$ cat src/hdl/ipv6p_pkg.sv
`timescale 1ns / 1ps
// ----------------------------------------------------------------------------
// IPv6 text address parser package
// Shared types and character constants for the IPv6 text address parser.
// ----------------------------------------------------------------------------
package ipv6p_pkg;

  localparam int unsigned NumGroups = 8;

  localparam logic [3:0] GroupsFull  = 4'd8;
  localparam logic [2:0] DigitsFull  = 3'd4;

  localparam logic [7:0] ChColon  = 8'h3A;
  localparam logic [7:0] ChZero   = 8'h30;
  localparam logic [7:0] ChNine   = 8'h39;
  localparam logic [7:0] ChUpperA = 8'h41;
  localparam logic [7:0] ChUpperF = 8'h46;
  localparam logic [7:0] ChLowerA = 8'h61;
  localparam logic [7:0] ChLowerF = 8'h66;
  localparam logic [7:0] LetterBase = 8'd10;

  typedef logic [15:0] group_t;

  typedef struct packed {
    logic [7:0] char_code;
    logic       last_char;
  } in_item_t;

  typedef struct packed {
    group_t group_0;
    group_t group_1;
    group_t group_2;
    group_t group_3;
    group_t group_4;
    group_t group_5;
    group_t group_6;
    group_t group_7;
    logic   parse_error;
  } out_item_t;

  // Decoded form of one character.
  typedef struct packed {
    logic       is_colon;
    logic       is_hex;
    logic [3:0] nibble;
  } char_class_t;

  // Running parse state for one address.
  typedef struct packed {
    group_t [NumGroups-1:0] group_store;
    group_t                 digit_accumulator;
    logic [2:0]             digit_count;
    logic [3:0]             groups_done;
    logic [3:0]             gap_position;
    logic                   gap_seen;
    logic                   prev_was_colon;
    logic                   error_seen;
  } parse_state_t;

endpackage

$ cat src/hdl/ipv6p_char_decode.sv
`timescale 1ns / 1ps
// ----------------------------------------------------------------------------
// IPv6 parser character decoder
// Classifies one ASCII character as colon, hex digit or other, with its value.
// ----------------------------------------------------------------------------
module ipv6p_char_decode (
  input  logic [7:0]             char_code_i,
  output ipv6p_pkg::char_class_t class_o
);

  logic       is_digit;
  logic       is_upper;
  logic       is_lower;
  logic [7:0] digit_val;
  logic [7:0] upper_val;
  logic [7:0] lower_val;

  always_comb begin
    is_digit  = (char_code_i >= ipv6p_pkg::ChZero)   && (char_code_i <= ipv6p_pkg::ChNine);
    is_upper  = (char_code_i >= ipv6p_pkg::ChUpperA) && (char_code_i <= ipv6p_pkg::ChUpperF);
    is_lower  = (char_code_i >= ipv6p_pkg::ChLowerA) && (char_code_i <= ipv6p_pkg::ChLowerF);
    digit_val = char_code_i - ipv6p_pkg::ChZero;
    upper_val = char_code_i - ipv6p_pkg::ChUpperA + ipv6p_pkg::LetterBase;
    lower_val = char_code_i - ipv6p_pkg::ChLowerA + ipv6p_pkg::LetterBase;

    class_o.is_colon = (char_code_i == ipv6p_pkg::ChColon);
    class_o.is_hex   = is_digit || is_upper || is_lower;
    if (is_digit) begin
      class_o.nibble = digit_val[3:0];
    end else if (is_upper) begin
      class_o.nibble = upper_val[3:0];
    end else begin
      class_o.nibble = lower_val[3:0];
    end
  end

endmodule

$ cat src/hdl/ipv6p_step.sv
`timescale 1ns / 1ps
// ----------------------------------------------------------------------------
// IPv6 parser step logic
// Folds one decoded character into the parse state and, on the final
// character, closes the open group and checks the group count.
// ----------------------------------------------------------------------------
module ipv6p_step (
  input  ipv6p_pkg::parse_state_t state_i,
  input  ipv6p_pkg::char_class_t  class_i,
  input  logic                    last_i,
  output ipv6p_pkg::parse_state_t state_o
);

  function automatic ipv6p_pkg::parse_state_t close_group(ipv6p_pkg::parse_state_t s);
    ipv6p_pkg::parse_state_t r;
    r = s;
    if (r.groups_done >= ipv6p_pkg::GroupsFull) begin
      r.error_seen = 1'b1;
    end else begin
      r.group_store[r.groups_done[2:0]] = r.digit_accumulator;
      r.groups_done = r.groups_done + 4'd1;
    end
    r.digit_accumulator = '0;
    r.digit_count       = '0;
    return r;
  endfunction

  ipv6p_pkg::parse_state_t s;

  always_comb begin
    s = state_i;

    if (!s.error_seen) begin
      if (class_i.is_colon) begin
        if (s.prev_was_colon) begin
          // Second colon of a "::" gap; only one gap is allowed.
          if (s.gap_seen) begin
            s.error_seen = 1'b1;
          end
          s.gap_seen       = 1'b1;
          s.gap_position   = s.groups_done;
          s.prev_was_colon = 1'b0;
        end else if (s.digit_count != 3'd0) begin
          s                = close_group(s);
          s.prev_was_colon = 1'b1;
        end else if ((s.groups_done == 4'd0) && !s.gap_seen) begin
          s.prev_was_colon = 1'b1;
        end else begin
          s.error_seen = 1'b1;
        end
      end else if (!class_i.is_hex) begin
        s.error_seen = 1'b1;
      end else begin
        // A lone leading colon followed by a digit is malformed.
        if (s.prev_was_colon && (s.groups_done == 4'd0) && !s.gap_seen) begin
          s.error_seen = 1'b1;
        end
        s.prev_was_colon = 1'b0;
        if (s.digit_count >= ipv6p_pkg::DigitsFull) begin
          s.error_seen = 1'b1;
        end else begin
          s.digit_accumulator = {s.digit_accumulator[11:0], class_i.nibble};
          s.digit_count       = s.digit_count + 3'd1;
        end
      end
    end

    if (last_i && !s.error_seen) begin
      if (s.prev_was_colon) begin
        s.error_seen = 1'b1;
      end else if (s.digit_count != 3'd0) begin
        s = close_group(s);
      end
    end

    if (last_i && !s.error_seen) begin
      if (s.gap_seen) begin
        if ((s.groups_done > 4'd7) || (s.gap_position > s.groups_done)) begin
          s.error_seen = 1'b1;
        end
      end else if (s.groups_done != ipv6p_pkg::GroupsFull) begin
        s.error_seen = 1'b1;
      end
    end

    state_o = s;
  end

endmodule

$ cat src/hdl/ipv6p_group_expand.sv
`timescale 1ns / 1ps
// ----------------------------------------------------------------------------
// IPv6 parser gap expansion
// Places the stored groups into eight output slots, filling the "::" gap
// with zero groups, and zeroes everything on an error.
// ----------------------------------------------------------------------------
module ipv6p_group_expand (
  input  ipv6p_pkg::parse_state_t state_i,
  output ipv6p_pkg::out_item_t    item_o
);

  ipv6p_pkg::group_t res [ipv6p_pkg::NumGroups];
  logic [3:0] after;

  always_comb begin
    logic [4:0] slot;
    logic [4:0] reach;
    logic [3:0] src;
    slot  = '0;
    reach = '0;
    src   = '0;
    after = state_i.groups_done - state_i.gap_position;
    for (int i = 0; i < ipv6p_pkg::NumGroups; i++) begin
      slot  = 5'(i);
      reach = slot + {1'b0, after};
      // Source of a slot right of the gap: i + groups_done - 8.
      src   = 4'(i) + state_i.groups_done - ipv6p_pkg::GroupsFull;
      res[i] = '0;
      if (!state_i.error_seen) begin
        if (!state_i.gap_seen) begin
          res[i] = state_i.group_store[i];
        end else if (slot < {1'b0, state_i.gap_position}) begin
          res[i] = state_i.group_store[i];
        end else if (reach >= 5'(ipv6p_pkg::NumGroups)) begin
          res[i] = state_i.group_store[src[2:0]];
        end
      end
    end

    item_o.group_0     = res[0];
    item_o.group_1     = res[1];
    item_o.group_2     = res[2];
    item_o.group_3     = res[3];
    item_o.group_4     = res[4];
    item_o.group_5     = res[5];
    item_o.group_6     = res[6];
    item_o.group_7     = res[7];
    item_o.parse_error = state_i.error_seen;
  end

endmodule

$ cat src/hdl/ipv6_text_address_parser.sv
`timescale 1ns / 1ps
// ----------------------------------------------------------------------------
// IPv6 text address parser
// Parses an IPv6 address given as a character stream into eight 16-bit groups.
// ----------------------------------------------------------------------------
// Usage:
//   The input channel carries one ASCII character per transaction, with
//   last_char set on the final character of an address. The output channel
//   carries one transaction per address: the eight groups, group_0 first, and
//   parse_error. On an error all groups read as zero.
//   A transaction is taken into an input register, then decoded and folded
//   into the parse state. A final character writes the result register, so
//   a result is valid once the last character has passed through the input
//   register and the result register. One character is accepted every cycle
//   while ready is high. When the receiver stalls, the held result blocks
//   only a further final character; ordinary characters keep flowing into
//   the parse state. Ready drops once a final character waits in the input
//   register behind an untaken result.
//   Reset clears the parse state, the input valid and the result valid.
//   After each result the parse state, but for the group store, returns to
//   its reset contents, ready for the next address.
// ----------------------------------------------------------------------------
module ipv6_text_address_parser (
  input  logic                 clk_i,
  input  logic                 rst_ni,
  input  logic                 in_valid_i,
  output logic                 in_ready_o,
  input  ipv6p_pkg::in_item_t  in_item_i,
  output logic                 out_valid_o,
  input  logic                 out_ready_i,
  output ipv6p_pkg::out_item_t out_item_o
);

  // Input register.
  logic                    in_valid_q;
  ipv6p_pkg::in_item_t     in_q;

  // Parse state.
  ipv6p_pkg::parse_state_t state_q;
  ipv6p_pkg::parse_state_t state_d;
  ipv6p_pkg::parse_state_t state_next;

  // Result register.
  logic                    out_valid_q;
  ipv6p_pkg::out_item_t    out_q;
  ipv6p_pkg::out_item_t    result;

  ipv6p_pkg::char_class_t  char_class;
  logic                    advance;

  // The held character is processed unless it would produce a result while
  // the result register still holds one that has not been taken.
  assign advance    = in_valid_q && (!in_q.last_char || !out_valid_q || out_ready_i);
  assign in_ready_o = !in_valid_q || advance;

  ipv6p_char_decode u_decode (
    .char_code_i (in_q.char_code),
    .class_o     (char_class)
  );

  ipv6p_step u_step (
    .state_i (state_q),
    .class_i (char_class),
    .last_i  (in_q.last_char),
    .state_o (state_next)
  );

  ipv6p_group_expand u_expand (
    .state_i (state_next),
    .item_o  (result)
  );

  // After the final character the control state starts over. The group
  // store keeps its contents; only groups written for the new address are
  // ever read.
  always_comb begin
    state_d = state_next;
    if (in_q.last_char) begin
      state_d             = '0;
      state_d.group_store = state_next.group_store;
    end
  end

  always_ff @(posedge clk_i or negedge rst_ni) begin
    if (!rst_ni) begin
      in_valid_q <= 1'b0;
    end else if (in_ready_o) begin
      in_valid_q <= in_valid_i;
    end
  end

  always_ff @(posedge clk_i) begin
    if (in_valid_i && in_ready_o) begin
      in_q <= in_item_i;
    end
  end

  always_ff @(posedge clk_i or negedge rst_ni) begin
    if (!rst_ni) begin
      state_q <= '0;
    end else if (advance) begin
      state_q <= state_d;
    end
  end

  always_ff @(posedge clk_i or negedge rst_ni) begin
    if (!rst_ni) begin
      out_valid_q <= 1'b0;
    end else if (advance && in_q.last_char) begin
      out_valid_q <= 1'b1;
    end else if (out_ready_i) begin
      out_valid_q <= 1'b0;
    end
  end

  always_ff @(posedge clk_i) begin
    if (advance && in_q.last_char) begin
      out_q <= result;
    end
  end

  assign out_valid_o = out_valid_q;
  assign out_item_o  = out_q;

endmodule
$ cat config.mk
export PLATFORM = sky130hd
export DESIGN_NAME = ipv6_text_address_parser
export DESIGN_NICKNAME = d
export VERILOG_FILES = /design/src/hdl/ipv6p_pkg.sv /design/src/hdl/ipv6p_char_decode.sv /design/src/hdl/ipv6p_step.sv /design/src/hdl/ipv6p_group_expand.sv /design/src/hdl/ipv6_text_address_parser.sv
export SDC_FILE = /design/constraint.sdc
export NUM_CORES = 1
export LEC_CHECK = 0
export BUFFER_PORTS_ARGS = -buffer_cell sky130_fd_sc_hd__buf_2
export CORE_MARGIN = 3
export CORE_UTILIZATION = 23
export CTS_CLUSTER_SIZE = 20
export DETAILED_ROUTE_END_ITERATION = 8
export PLACE_DENSITY_LB_ADDON = 0.05
export SLEW_MARGIN = 30
export SYNTH_ARGS = -nofsm -noshare
export SYNTH_HDL_FRONTEND = slang
export SYNTH_HIERARCHICAL = 1
export SYNTH_SLANG_ARGS = --single-unit
$ cat constraint.sdc
create_clock -name clk_i -period 8.9 [get_ports clk_i]
set_input_delay 0.445 -clock clk_i [delete_from_list [all_inputs] [get_ports clk_i]]
set_output_delay 0.445 -clock clk_i [all_outputs]
set_load 0.01 [all_outputs]
==> impl_metrics.prom <==
# TYPE chip_impl_metric gauge
chip_impl_metric{name="power_per_cell_area",unit="mW/mm2"} 199
chip_impl_metric{name="final_net_count",unit=""} 2469
chip_impl_metric{name="dp_hpwl",unit="um"} 70200
chip_impl_info{name="post-synth-top-area-cell",value="sky130_fd_sc_hd__edfxtp_1"} 1
chip_impl_metric{name="core_area",unit="mm2"} 0.101
chip_impl_metric{name="max-slew-margin-rel",unit="%"} 23.4
chip_impl_info{name="timing.rr.end",value="out_item_o[8]$_DFFE_PP_"} 1
chip_impl_metric{name="postSynth.asyncResetShare",unit="%"} 53.7
chip_impl_metric{name="syn_nets",unit=""} 2394
chip_impl_metric{name="insertion_delay",unit="ns"} 0.61
chip_impl_metric{name="min_delay_path_depth",unit=""} 1
chip_impl_metric{name="layout.cell_area.non_filler",unit="mm2"} 0.0275
chip_impl_metric{name="initialDrtViolationCount",unit=""} 1773
chip_impl_metric{name="ant_nets",unit=""} 0
chip_impl_metric{name="final_max_slew_viol_count",unit=""} 0
chip_impl_info{name="min_delay_worst_endpoint",value="in_q[0]$_DFFE_PP_"} 1
chip_impl_info{name="critPathLaunchType",value="flop"} 1
chip_impl_metric{name="syn2layout_area_growth",unit="%"} 16.4
chip_impl_info{name="postSynth.topFlopCell",value="sky130_fd_sc_hd__dfrtp_1"} 1
chip_impl_metric{name="tritoncts_num_sinks",unit=""} 298
chip_impl_metric{name="cts_inserted_buffers",unit=""} 44
chip_impl_metric{name="p_leak",unit="uW"} 0.0103
chip_impl_metric{name="clockBufferDepth",unit=""} 3
chip_impl_metric{name="num_vias",unit=""} 20234
chip_impl_info{name="crit_slowest_cell",value="sky130_fd_sc_hd__or4b_1"} 1
chip_impl_metric{name="max_slew.worst_pin.slew",unit="ns"} 1.14
chip_impl_metric{name="synth-seq-area-share",unit="%"} 34.5
chip_impl_info{name="dominant_combinational_cell_family_by_area_after_synthesis",value="multiplexers"} 1
chip_impl_metric{name="floorplan.die_area",unit="mm2"} 0.107
chip_impl_metric{name="wire_length_of_the_first_global_routing_pass",unit="um"} 150000
chip_impl_metric{name="muxShareOfSynthArea",unit="%"} 24.9
chip_impl_info{name="timing.critical_path.max_delay_family",value="compound AO/OA/AOI/OAI gates"} 1
chip_impl_info{name="unrepaired_setup_endpoints_after_global_routing",value="false"} 1
chip_impl_metric{name="postSynthRegisterBits",unit=""} 298
chip_impl_info{name="netlist_top_cells_area",value="sky130_fd_sc_hd__edfxtp_1 18%, sky130_fd_sc_hd__dfrtp_1 17%, sky130_fd_sc_hd__mux4_2 12%"} 1
chip_impl_metric{name="max-cap-violations",unit=""} 0
chip_impl_metric{name="post_synth_adder_cell_area",unit="%"} 1.09
chip_impl_metric{name="synth_xor_area_share",unit="%"} 0.593
chip_impl_info{name="holdCritStartpoint",value="in_item_i[0]"} 1
chip_impl_metric{name="number_of_flops_mapped_to_enable_cells_by_yosys",unit=""} 138
chip_impl_metric{name="simple_gate_fraction_of_synth_area",unit="%"} 19.0
chip_impl_metric{name="die_h",unit="um"} 327
chip_impl_info{name="outcome",value="complete, no violations"} 1
chip_impl_metric{name="fraction_of_layout_cells_with_a_size_suffix_above_1",unit="%"} 21.7
chip_impl_metric{name="htree_num_levels",unit=""} 2
chip_impl_metric{name="io_pins",unit=""} 144
chip_impl_metric{name="netlist_area",unit="mm2"} 0.0236
chip_impl_metric{name="critical_path.n_buffers_inverters",unit=""} 3
chip_impl_metric{name="reg2regPathDepth",unit=""} 25
chip_impl_info{name="critical_path_class",value="reg2reg"} 1
chip_impl_metric{name="first_global_vias",unit=""} 19715
chip_impl_metric{name="placedInstanceArea",unit="mm2"} 0.0260
chip_impl_info{name="regToRegStartpoint",value="in_q[1]$_DFFE_PP_"} 1
chip_impl_metric{name="yosysWarningCount",unit=""} 6
chip_impl_info{name="timing.critical_path.mode_cell",value="sky130_fd_sc_hd__o21ai_0"} 1
chip_impl_metric{name="numPortBuffers",unit=""} 143
chip_impl_metric{name="setup_violations",unit=""} 0
chip_impl_metric{name="worst-endpoint-arrival",unit="ns"} 7.88
chip_impl_metric{name="reg_clk_slew_reported_paths",unit="ns"} 0.05
chip_impl_metric{name="slowest_delay",unit="ns"} 0.82
chip_impl_info{name="cts_tree",value="built"} 1
chip_impl_metric{name="initial_antenna_violation_count",unit=""} 2
chip_impl_metric{name="die_width",unit="um"} 327
chip_impl_metric{name="clock-skew-final",unit="ns"} 0.0279
chip_impl_metric{name="std_cell_rows",unit=""} 116
chip_impl_metric{name="setup_tns",unit="ns"} 0
chip_impl_metric{name="num-fill-cells",unit=""} 10676
chip_impl_metric{name="vias_per_cell",unit=""} 5.28
chip_impl_metric{name="post_cts.resized_instances",unit=""} 0
chip_impl_info{name="worstHoldPathType",value="in2reg"} 1
chip_impl_metric{name="grt_max_degree",unit=""} 219
chip_impl_metric{name="synth.top_cell.area_share",unit="%"} 17.5
chip_impl_metric{name="cp_data_required_time",unit="ns"} 9.25
chip_impl_metric{name="detail_route.wirelength",unit="um"} 103000
chip_impl_metric{name="post-route-period-util",unit="%"} 84.6
chip_impl_metric{name="crit_path_max_fanout",unit=""} 62
chip_impl_metric{name="vdd_drop_max",unit="mV"} 0.119
chip_impl_metric{name="timing.final.hold_violations",unit=""} 0
chip_impl_info{name="cts_root_buf",value="sky130_fd_sc_hd__clkbuf_16"} 1
chip_impl_metric{name="synth.avg_cell_area",unit="um2"} 10.0
chip_impl_metric{name="gp_routability_congestion",unit=""} 0.797
chip_impl_metric{name="post_synth_num_cell_types",unit=""} 66
chip_impl_metric{name="netlist_instances",unit=""} 2361
chip_impl_metric{name="synth-compound-area-share",unit="%"} 14.5
chip_impl_metric{name="start_util",unit="%"} 23.4
chip_impl_info{name="cp-end-kind",value="flop"} 1
chip_impl_metric{name="groute.usage.overall",unit="%"} 18.9
chip_impl_metric{name="dr.pass1.iters",unit=""} 7
chip_impl_metric{name="drc",unit=""} 0
chip_impl_metric{name="routedWlPerCell",unit="um"} 27.0
chip_impl_metric{name="grt.overflow.total",unit=""} 0
chip_impl_metric{name="worst-r2r-setup-slack",unit="ns"} 1.37
chip_impl_metric{name="finalCriticalPeriod",unit="ns"} 7.53
chip_impl_metric{name="fmaxAchievable",unit="GHz"} 0.133
[layout by cell type (no fill, tap or decap), drive strengths merged, types with 57 or more instances in the layout]
cell / instances
nand2b: 170
mux2i: 270
buf: 259
a21oi: 126
nand2: 310
o21ai: 148
nor2b: 57
nand4b: 129
edfxtp: 138
dfrtp: 160
nor2: 130
clkbuf: 62
o211ai: 132
mux4: 130
[flip-flops by register name, indices dropped and copies added (netlist names)]
signal	cells
out_item_o	129
out_valid_o	1
in_valid_q	1
in_q	9
state_q	158
[stage by stage]
stage | power (uW) | setup WS, ns | utilization [%] | hold WS [ns] | std cells
3_3_place_gp | 3660 | 1.58 | 25.6 | 0.499 | 3734
5_1_grt | 5740 | 0.703 | 27.2 | 0.0332 | 3827
4_1_cts | 5500 | 1.37 | 27.1 | 0.00766 | 3824
6_report | 5460 | 1.37 | 27.2 | 0.0648 | 3829
3_5_place_dp | 3690 | 1.40 | 25.7 | 0.516 | 3735
2_1_floorplan | 2920 | 1.95 | - | 0.149 | 2361
[synth_stat cells, types with 9 or more instances]
library cell	instances
sky130_fd_sc_hd__nor2_1	130
sky130_fd_sc_hd__clkbuf_1	137
sky130_fd_sc_hd__mux4_2	130
sky130_fd_sc_hd__mux2i_1	270
sky130_fd_sc_hd__dfrtp_1	160
sky130_fd_sc_hd__o21ai_1	11
sky130_fd_sc_hd__nor2b_1	57
sky130_fd_sc_hd__buf_2	51
sky130_fd_sc_hd__buf_4	15
sky130_fd_sc_hd__ha_1	19
sky130_fd_sc_hd__o211ai_1	119
sky130_fd_sc_hd__o211ai_2	13
sky130_fd_sc_hd__buf_1	9
sky130_fd_sc_hd__a22oi_1	18
sky130_fd_sc_hd__buf_6	27
sky130_fd_sc_hd__mux2_2	19
sky130_fd_sc_hd__inv_1	22
sky130_fd_sc_hd__nand2b_1	170
sky130_fd_sc_hd__o21ai_0	135
sky130_fd_sc_hd__o32ai_1	32
sky130_fd_sc_hd__edfxtp_1	138
sky130_fd_sc_hd__a221o_1	32
sky130_fd_sc_hd__a21oi_1	124
sky130_fd_sc_hd__nand4b_1	129
sky130_fd_sc_hd__nand2_1	308
[logic make-up after synthesis]
| kind of cell | after synthesis |
|---|---|
| adder cells (fa/ha/maj) | 20 |
| AND/OR/NAND/NOR | 834 |
| flip-flops | 298 |
| AO/OA/AOI/OAI | 514 |
| multiplexers | 421 |
| buffers and inverters | 261 |
| XOR/XNOR | 13 |
[what timing repair did]
item	4_1_cts	5_1_grt
hold buffers	9	0
hold endpoints to repair	67	0
setup buffers	0	0
[report_power, final]
part / switching, uW / internal [uW]
combinational: 1120 / 766
clock: 736 / 1010
sequential: 178 / 1650
[layout make-up]
class                   instances  area (um2)  share of cell area, %
inverters                      22        82.6                  0.300
well taps                    1357        1700                   6.17
clock buffers                  62        1230                   4.47
diodes                          2        5.00                 0.0182
repair buffers                268        1800                   6.54
multi-input cells            1802       14400                   52.4
clock inverters                18         135                  0.491
flip-flops and latches        298        8160                   29.6
[metal layers]
metal	GRT usage [%]	vias to the layer above	share of wire, %
li1	-	9027	-
met1	28.2	10486	49
met2	28.1	631	43
met3	3.11	90	5.9
met4	4.73	0	2.0
met5	0	-	0
[how the worst max path moves through the flow]
stage / start / cells after the start / to / slack (ns)
after global routing: in_q[1]$_DFFE_PP_ / 25 / out_item_o[14]$_DFFE_PP_ / 0.70
final: in_q[1]$_DFFE_PP_ / 25 / out_item_o[8]$_DFFE_PP_ / 1.37
after floorplan: in_valid_q$_DFFE_PN0P_ / 5 / out_item_o[0]$_DFFE_PP_ / 1.95
after detailed placement: in_q[1]$_DFFE_PP_ / 24 / out_item_o[8]$_DFFE_PP_ / 1.40
after CTS: in_q[1]$_DFFE_PP_ / 25 / out_item_o[8]$_DFFE_PP_ / 1.37
after global placement: in_q[1]$_DFFE_PP_ / 24 / out_item_o[8]$_DFFE_PP_ / 1.58
[worst reg2reg max path: stages (launching register included)]
cell and delay [ns]:
sky130_fd_sc_hd__edfxtp_1 0.48, sky130_fd_sc_hd__inv_1 0.13, sky130_fd_sc_hd__ha_1 0.22, sky130_fd_sc_hd__o21bai_1 0.09
sky130_fd_sc_hd__a21oi_2 0.22, sky130_fd_sc_hd__a31o_2 0.18, sky130_fd_sc_hd__or4b_1 0.82, sky130_fd_sc_hd__a22o_1 0.37
sky130_fd_sc_hd__a221o_1 0.38, sky130_fd_sc_hd__a2111oi_4 0.73, sky130_fd_sc_hd__nand2_2 0.23, sky130_fd_sc_hd__nand2_1 0.16
sky130_fd_sc_hd__o21ai_0 0.11, sky130_fd_sc_hd__ha_1 0.31, sky130_fd_sc_hd__nor2b_1 0.12, sky130_fd_sc_hd__o21ai_0 0.09
sky130_fd_sc_hd__nand2b_1 0.09, sky130_fd_sc_hd__a21oi_1 0.07, sky130_fd_sc_hd__a41o_1 0.21, sky130_fd_sc_hd__a211oi_1 0.30
sky130_fd_sc_hd__a211o_4 0.54, sky130_fd_sc_hd__buf_4 0.66, sky130_fd_sc_hd__nor2_1 0.30, sky130_fd_sc_hd__buf_4 0.30
sky130_fd_sc_hd__nand2_1 0.08, sky130_fd_sc_hd__o21ai_0 0.10
No activity file was read; power rests on OpenSTA's default activity.
